**src/hw/rtl/rgb_float_to_shared_exponent_macros.svh**
```systemverilog
// Assertion macros shared by the shared-exponent encoder RTL.
`ifndef RGB_FLOAT_TO_SHARED_EXPONENT_MACROS_SVH
`define RGB_FLOAT_TO_SHARED_EXPONENT_MACROS_SVH

// Asserts that an antecedent implies a consequent on the next clock edge.
`define RFSE_ASSERT_NEXT(label, clk, rst_n, ante, cons) \
    label: assert property (@(posedge clk) disable iff (!rst_n) (ante) |=> (cons)) \
        else $error("assertion failed");

// Asserts that an expression holds at every clock edge outside reset.
`define RFSE_ASSERT_ALWAYS(label, clk, rst_n, expr) \
    label: assert property (@(posedge clk) disable iff (!rst_n) (expr)) \
        else $error("assertion failed");

`endif

```
**src/hw/rtl/rfse_pkg.sv**
```systemverilog
// Package with types and constants for the shared-exponent encoder.
`default_nettype none
package rfse_pkg;
    localparam logic [7:0] ExpAllOnes = 8'hFF;
    localparam logic [7:0] BiasedSeven = 8'd134;
    localparam int unsigned SigW = 24;

    typedef struct packed {
        logic [30:0] mag;
        logic        bad;
    } t_chan;

    // Returns the channel's significand with the hidden bit for normal values.
    function automatic logic [SigW-1:0] sig_of(input logic [30:0] mag);
        logic [SigW-1:0] s;
        s = {(mag[30:23] != 8'd0), mag[22:0]};
        return s;
    endfunction

    // Returns the effective biased exponent; denormals count as exponent one.
    function automatic logic [7:0] eff_of(input logic [30:0] mag);
        logic [7:0] e;
        e = (mag[30:23] == 8'd0) ? 8'd1 : mag[30:23];
        return e;
    endfunction
endpackage
`default_nettype wire

```
**src/hw/rtl/rfse_scale.sv**
```systemverilog
// Scales one channel significand by a right shift set from the exponent gap.
`default_nettype none
module rfse_scale (
    input  wire logic        i_clk,
    input  wire logic [30:0] i_mag,
    input  wire logic [7:0]  i_emax,
    output logic      [7:0]  o_mant
);
    logic [7:0]  eff;
    logic [8:0]  sh;
    logic [rfse_pkg::SigW-1:0] sig;
    logic [rfse_pkg::SigW-1:0] shifted;
    logic [7:0]  n_mant;

    always_comb begin
        eff = rfse_pkg::eff_of(i_mag);
        sig = rfse_pkg::sig_of(i_mag);
        sh = {1'b0, i_emax} - {1'b0, eff} + 9'd16;
        shifted = sig >> sh[4:0];
        if (i_mag == 31'd0 || eff > i_emax || sh >= 9'd32) begin
            n_mant = 8'd0;
        end else begin
            n_mant = shifted[7:0];
        end
    end

    always_ff @(posedge i_clk) begin
        o_mant <= n_mant;
    end
endmodule
`default_nettype wire

```
**src/hw/rtl/rgb_float_to_shared_exponent.sv**
```systemverilog
// Shared-exponent encoder: an accepted start passes through r_v[0], r_v[1] and r_v3 to o_valid.
// Throughput: one request per cycle; busy is always low, the three-stage
// pipeline (check/compare, maximum select, shift) sets the latency.
// Receiver cannot stall; each result strobes o_valid for one cycle.
// Synchronous active-low reset clears the valid bits; payload is not reset.
`default_nettype none
`include "rgb_float_to_shared_exponent_macros.svh"
module rgb_float_to_shared_exponent (
    input  wire logic        i_clk,
    input  wire logic        i_rst_n,
    input  wire logic        start,
    output logic             busy,
    input  wire logic [31:0] i_red_bits,
    input  wire logic [31:0] i_green_bits,
    input  wire logic [31:0] i_blue_bits,
    output logic             o_valid,
    output logic [7:0]       o_red_mantissa,
    output logic [7:0]       o_green_mantissa,
    output logic [7:0]       o_blue_mantissa,
    output logic signed [7:0] o_shared_exponent,
    output logic             o_out_of_range
);
    rfse_pkg::t_chan r_c1 [3];
    logic [1:0]  r_v;
    logic        r_gt_rg, r_gt_rb, r_gt_gb;
    logic [30:0] r_mag2 [3];
    logic [7:0]  r_emax2;
    logic        r_bad2, r_zero2, r_tiny2;
    logic        r_flag3;
    logic [7:0]  r_exp3;
    logic        r_v3;
    logic [7:0]  mant [3];
    logic [31:0] in_bits [3];
    logic [30:0] maxmag;
    rfse_pkg::t_chan n_c1 [3];

    assign busy = 1'b0;
    assign in_bits[0] = i_red_bits;
    assign in_bits[1] = i_green_bits;
    assign in_bits[2] = i_blue_bits;

    always_comb begin
        for (int i = 0; i < 3; i++) begin
            n_c1[i].mag = in_bits[i][30:0];
            n_c1[i].bad = (in_bits[i][31] && in_bits[i][30:0] != 31'd0)
                || in_bits[i][30:23] == rfse_pkg::ExpAllOnes;
        end
    end

    // Stage 1: register channels and pairwise magnitude compares.
    always_ff @(posedge i_clk) begin
        r_c1 <= n_c1;
        r_gt_rg <= in_bits[0][30:0] >= in_bits[1][30:0];
        r_gt_rb <= in_bits[0][30:0] >= in_bits[2][30:0];
        r_gt_gb <= in_bits[1][30:0] >= in_bits[2][30:0];
    end

    always_comb begin
        if (r_gt_rg && r_gt_rb) begin
            maxmag = r_c1[0].mag;
        end else if (!r_gt_rg && r_gt_gb) begin
            maxmag = r_c1[1].mag;
        end else begin
            maxmag = r_c1[2].mag;
        end
    end

    // Stage 2: maximum exponent and the flag conditions.
    always_ff @(posedge i_clk) begin
        for (int i = 0; i < 3; i++) begin
            r_mag2[i] <= r_c1[i].mag;
        end
        r_emax2 <= maxmag[30:23];
        r_bad2 <= r_c1[0].bad || r_c1[1].bad || r_c1[2].bad;
        r_zero2 <= maxmag == 31'd0;
        r_tiny2 <= maxmag[30:23] < 8'd7;
    end

    generate
        for (genvar g = 0; g < 3; g++) begin : g_scale
            rfse_scale u_scale (
                .i_clk (i_clk),
                .i_mag (r_mag2[g]),
                .i_emax(r_emax2),
                .o_mant(mant[g])
            );
        end
    endgenerate

    // Stage 3: exponent and flag, alongside the scaled mantissas.
    always_ff @(posedge i_clk) begin
        r_flag3 <= r_bad2 || (!r_zero2 && r_tiny2);
        r_exp3 <= (r_bad2 || r_zero2 || r_tiny2) ? 8'd0 : r_emax2 - rfse_pkg::BiasedSeven;
    end

    always_ff @(posedge i_clk) begin
        if (!i_rst_n) begin
            r_v <= 2'b00;
            r_v3 <= 1'b0;
        end else begin
            r_v <= {r_v[0], start};
            r_v3 <= r_v[1];
        end
    end

    logic zero_out;
    assign zero_out = r_flag3;
    assign o_valid = r_v3;
    assign o_red_mantissa = r_flag3 ? 8'd0 : mant[0];
    assign o_green_mantissa = r_flag3 ? 8'd0 : mant[1];
    assign o_blue_mantissa = r_flag3 ? 8'd0 : mant[2];
    assign o_shared_exponent = zero_out ? 8'sd0 : $signed(r_exp3);
    assign o_out_of_range = r_flag3;

    `RFSE_ASSERT_NEXT(a_valid_pipe, i_clk, i_rst_n, r_v[1], o_valid)
    `RFSE_ASSERT_ALWAYS(a_flag_zero, i_clk, i_rst_n, !o_out_of_range || o_shared_exponent == 8'sd0)
    `RFSE_ASSERT_ALWAYS(a_busy_low, i_clk, i_rst_n, !busy)
endmodule
`default_nettype wire
```
**config.mk**
```make
export PLATFORM = sky130hd
export DESIGN_NAME = rgb_float_to_shared_exponent
export DESIGN_NICKNAME = d
export VERILOG_FILES = /design/src/hw/rtl/rfse_pkg.sv /design/src/hw/rtl/rfse_scale.sv /design/src/hw/rtl/rgb_float_to_shared_exponent.sv
export VERILOG_INCLUDE_DIRS = /design/src /design/src/hw/rtl
export SDC_FILE = /design/constraint.sdc
export NUM_CORES = 1
export LEC_CHECK = 0
export ABC_AREA = 1
export BUFFER_PORTS_ARGS = -buffer_cell sky130_fd_sc_hd__buf_2
export CORE_ASPECT_RATIO = 0.9
export CORE_MARGIN = 2
export CORE_UTILIZATION = 45
export DETAILED_ROUTE_END_ITERATION = 6
export PLACE_DENSITY = 0.67
export SKIP_CTS_REPAIR_TIMING = 1
export SYNTH_ARGS = -nofsm -noshare
export SYNTH_HDL_FRONTEND = slang
export SYNTH_SLANG_ARGS = --single-unit
```
**constraint.sdc**
```tcl
create_clock -name i_clk -period 5.2 [get_ports i_clk]
set_input_delay 0.52 -clock i_clk [delete_from_list [all_inputs] [get_ports i_clk]]
set_output_delay 0.52 -clock i_clk [all_outputs]
set_load 0.01 [all_outputs]
```
=== Word-level counts from Yosys, hierarchy flattened ===
Memories as Yosys holds them, arrays and structs flattened.
Index checks and enable logic that the tools add are counted.

* Bits in registers: 146
* RAM bits: 93
* Memories: 1

{| class="wikitable"
|+ Memories
! memory !! depth !! width !! rd ports !! clocked after Yosys merged registers in !! write ports !! RTL line !! source
|-
| r_mag2 || 3 || 31 || 3 || 0 || 3 || rgb_float_to_shared_exponent.sv:26 || <nowiki>logic [30:0] r_mag2 [3];</nowiki>
|}

* Add/sub/neg operators: 7
* $lt $le $gt $ge: 10
* Eq/ne operators: 3
* Shift operators: 3
* Muxes and demuxes: 9
* Reductions and logical operators: 35

{| class="wikitable"
|+ Operator list
! cell !! number
|-
| zero test 31 bit || 4
|-
| >= comparator 31 bit || 3
|-
| nonzero test 31 bit || 3
|-
| right shift 24 x 5 -> 8 bit || 3
|-
| two-way mux 31 bit || 2
|-
| two-way mux 8 bit || 7
|-
| adder 9 x 5 -> 9 bit (second input constant) || 3
|-
| >= comparator 9 x 6 -> 1 bit (second input constant) || 3
|-
| subtractor 8 x 8 -> 9 bit || 3
|-
| == test 8 bit (second input constant) || 3
|-
| > comparator 8 bit || 3
|-
| zero test 8 bit || 3
|-
| nonzero test 8 bit || 3
|-
| logical OR 1 bit || 14
|-
| less-than comparator 8 x 3 -> 1 bit (second input constant) || 1
|-
| subtractor 8 bit (second input constant) || 1
|-
| logical AND 1 bit || 6
|-
| zero test 1 bit || 2
|}

=== Logic depth before layout (Yosys ltp) ===
An unclocked memory read counts as a cell.

* Depth in word-level cells: 7
* Mapped depth: 19
* Mapped depth without buffers: 19

=== Hierarchy ===
A second synthesis with hierarchy kept.

* Cell total of the unflattened synthesis: 2142
* Area total of the unflattened synthesis: 14301.2 um2

{| class="wikitable"
|+ By module, submodules not included
! module !! instances !! cells each !! area each (um2) !! seq. area each (um2)
|-
| rgb_float_to_shared_exponent || 1 || 925 || 8042.7 || 4304.1
|-
| rfse_scale (g_scale[1].u_scale) || 1 || 406 || 2097.0 || 160.2
|-
| rfse_scale (g_scale[2].u_scale) || 1 || 405 || 2092.0 || 160.2
|-
| rfse_scale (g_scale[0].u_scale) || 1 || 406 || 2069.5 || 160.2
|}

=== Least setup slack after synthesis ===
No wires, ideal clock.

* Path type: register to register
* Start: mem r_mag2[1][28] (netlist: r_mag2[0][59])
* End: reg g_scale[1].u_scale.o_mant[0]
* Data arrival time: 2466 ps
* Required time: 5079 ps
* Path slack: 2613 ps
* Stages on the path, launching flop included: 20
* Buffers on the path: 1
* Cells stage by stage: dfxtp_1 > nor2_1 > nand2_1 > nor2_1 > nor2_1 > inv_1 > ha_1 > inv_1 > ha_1 > fa_1 > buf_2 > clkinv_1 > nand2_2 > nor2_1 > nor2_1 > nand2_1 > nand2_1 > nand2_1 > inv_1 > nor2_1

{| class="wikitable"
|+ RTL lines
! element !! RTL line !! source
|-
| from (decl) || rgb_float_to_shared_exponent.sv:26 ||
|-
| to (signal assigned) || rfse_scale.sv:28 || <nowiki>o_mant <= n_mant;</nowiki>
|-
| to (decl) || rfse_scale.sv:7 || <nowiki>output logic [7:0] o_mant</nowiki>
|}

==> run_results.csv <==
group,metric,value,unit
outcome,status,"finished clean",
power,p_per_area,423,nW/um^2
synthesis,synthTopCellsByArea,"dfxtp_1 (34%), nand2_1 (15%), ha_1 (14%), nand3_1 (7.6%), nor2_1 (7.6%)",
cts,cts_tree,"built",
sta,min_period_over_period,0.664,
die,core,30700,sq um
layout,syn2layout_area_growth,13.1,%
cts,cts_buffers,26,
synthesis,synth_top_area_cell,"dfxtp_1",
layout,final_area,15800,sq um
sta,worst_slew_pin_slew,0.808,ns
global_route,grt_pass1_wl,64700,um
power,power,6660,uW
sta,setup_viol,0,
synthesis,synthCells,2025,
sta,rsz0062_at_grt,"false",
die,die_y,171,um
synthesis,avgSynthCellArea,6.88,sq um
power,p_int,3950,uW
detailed_routing,drc,0,
worst_hold_path,worstHoldPathCells,1,
worst_setup_path,critPathKind,"flip-flop to flip-flop",
worst_hold_path,hold_path_class,"primary input to flip-flop",
detailed_routing,drtIter0Drc,1035,
placed_design,dpl-instance-area,14900,sq um
worst_setup_path,reg2reg_setup_slack,1.75,ns
worst_setup_path,worst_ep_arrival_time,3.86,ns
worst_hold_path,hp-start,"i_blue_bits[15]",
cts,cts_htree_levels,1,
synthesis,synth_top_area_frac,0.343,
worst_setup_path,required,5.61,ns
worst_setup_path,r2r_end,"g_scale[1].u_scale.o_mant[1]",
flow_run,max_cap_viol_count,0,
worst_setup_path,cp_max_fo,18,
sta,drv_slew,0,
power,switching_share,0.407,
layout,drive_gt1_frac,0.0987,
die,start_util,0.454,
sta,timing.final.crit_period,3.45,ns
die,die_w,190,um
layout,final_cell_mix,"nand2_1 (564), nor2_1 (284), dfxtp_1 (239), inv_1 (233), nand3_1 (213)",
sta,fin_worst_skew,0.0190,ns
power,power_switching,2710,uW
global_route,first_global_vias,12300,
placed_design,gp_congestion,0.929,
worst_setup_path,startpoint_type,"flip-flop",
sta,slew_headroom,0.457,
detailed_routing,routedWlPerCell,16.0,um
sta,max_freq,0.290,GHz
cts,clk_latency,0.54,ns
power,p_comb_frac,0.414,
die,io_pins,134,
synthesis,ys_warn_count,0,
cts,clock_sinks,239,
layout,instances_no_fill,2571,
placed_design,dp_hpwl,33600,um
detailed_routing,vias,13300,
detailed_routing,dr.pass1.iters,6,
detailed_routing,wl,41300,um
worst_setup_path,endpoint_kind,"flip-flop",
sta,hold_ws,0.0932,ns
synthesis,seq_area_frac_synth,0.343,
global_route,grt_usage,0.253,
die,rows,61,
die,design.die.area,32400,sq um
worst_hold_path,hold_path_end,"r_c1[16]",
power,p_leak,0.00813,uW
detailed_routing,ant_nets,0,
power,seq_power_share,0.306,
power,power.clock.fraction,0.280,
cts,clockBufferDepth,3,
power,peakVddDrop,272,uV
global_route,antenna_found_initial,4,
placed_design,io_buffer_count,132,
sta,setup_tns,0,ns
detailed_routing,avgViaCountPerCell,5.18,
worst_setup_path,r2r_cells,18,
synthesis,synth_nets,2290,
cts,cts.reportedPaths.clkPinSlew,0.06,ns
synthesis,ys_ff_latch,239,
global_route,grt_max_degree,26,
layout,final_common_cell,"nand2_1",
placed_design,dp.cells,2519,
cts,cts-root-buf,"clkbuf_16",
worst_setup_path,r2r-start,"r_mag2[0][59]",
synthesis,ys_types,41,
sta,hold_viol_final,0,
worst_setup_path,crit_start,"r_mag2[0][59]",
global_route,grt_remaining_overflow,0,
synthesis,syn-cell-area,13900,sq um
layout,fin_nets,2403,
worst max-delay path by stage:
stage,end,cells after the start,slack (ns)
after floorplan,g_scale[1].u_scale.o_mant[0],19,2.61
after global placement,g_scale[2].u_scale.o_mant[4],18,1.88
after detailed placement,g_scale[1].u_scale.o_mant[0],18,1.80
after CTS,g_scale[1].u_scale.o_mant[0],18,1.79
after global routing,g_scale[1].u_scale.o_mant[4],18,1.39
final,g_scale[1].u_scale.o_mant[1],18,1.75
cells in the mapped netlist:
library cell and number:
or2_1 3, nor2_4 3, nor3b_1 2, nor2_1 284, clkinv_1 2, inv_2 9, nor3_1 15, nand2_1 564
nand4_1 52, clkbuf_1 19, dfxtp_1 239, or3_1 1, xnor2_2 2, buf_2 14, o211ai_1 1, nand3_2 3
nand3_1 213, xor2_2 1, nor4_1 25, fa_1 6, buf_6 2, xnor2_4 1, nand2_2 8, nand3b_1 5
o21ai_1 2, a211oi_1 3, o31ai_2 1, or2_2 2, o21a_1 7, and3_1 1, nor2_2 2, nand2_4 1
a31oi_1 1, o21ai_0 28, conb_1 1, buf_4 14, a21oi_1 92, buf_1 1, o21bai_1 2, ha_1 160
inv_1 233
area by class of cell:
type                    instances  area (sq um)
diodes                          4          10.0
clock buffers                  33           717
clock inverters                15           175
fillers                      3128         14900
inverters                     244           916
multi-input cells            1492          7970
flip-flops and latches        239          4780
well taps                     409           512
repair buffers                135           683
sequential cells by signal, indices dropped and copies added (netlist names), 2 cells and up:
| signal | flops |
|---|---|
| r_mag2 | 93 |
| r_v | 2 |
| r_exp3 | 8 |
| g_scale.u_scale.o_mant | 24 |
| r_emax2 | 8 |
| r_c1 | 96 |
cells by family (layout without fill, tap and decap cells):
group,count (synthesis),count (layout),synth area share
simple gates,1184,1184,0.361
xor+xnor,4,4,0.00547
compound gates,137,137,0.0521
other cells,1,5,0.000269
buf+inv,294,427,0.0853
fa+ha+maj,166,166,0.152
flops,239,239,0.343
metal layers:
metal  track usage  up-vias  wire length [um]
li1              -     6765                 -
met1         0.345     6045             18900
met2         0.421      437             18600
met3        0.0343       62              2830
met4        0.0681        2               929
met5             0        -                15
stage by stage:
stage	utilization	setup slack, ns
6_report	0.514	1.75
5_1_grt	0.514	1.39
3_3_place_gp	0.484	1.88
4_1_cts	0.514	1.79
2_1_floorplan	-	2.61
3_5_place_dp	0.484	1.80
power by group through the flow:
stage | Clock (uW) | Sequential, uW | Combinational, uW
detailed placement | 0 | 2080 | 2710
CTS | 1890 | 2040 | 2720
global placement | 0 | 2070 | 2710
finish | 1870 | 2040 | 2760
floorplan | 0 | 2040 | 2120
global route | 1980 | 2050 | 3140
critical path, cell delays in order, from the launching register on:
cell and delay (ns):
dfxtp_1 0.32, nor2_1 0.11, nand2_1 0.07, nor2_1 0.26
nor2_1 0.10, inv_1 0.07, ha_1 0.13, inv_1 0.04
ha_1 0.21, fa_1 0.90, clkinv_1 0.46, nand2_2 0.25
nor2_1 0.07, nor2_1 0.11, nand2_1 0.06, nand2_1 0.05
nand2_1 0.05, inv_1 0.05, nor2_1 0.03
(Power assumes the default switching activity.)
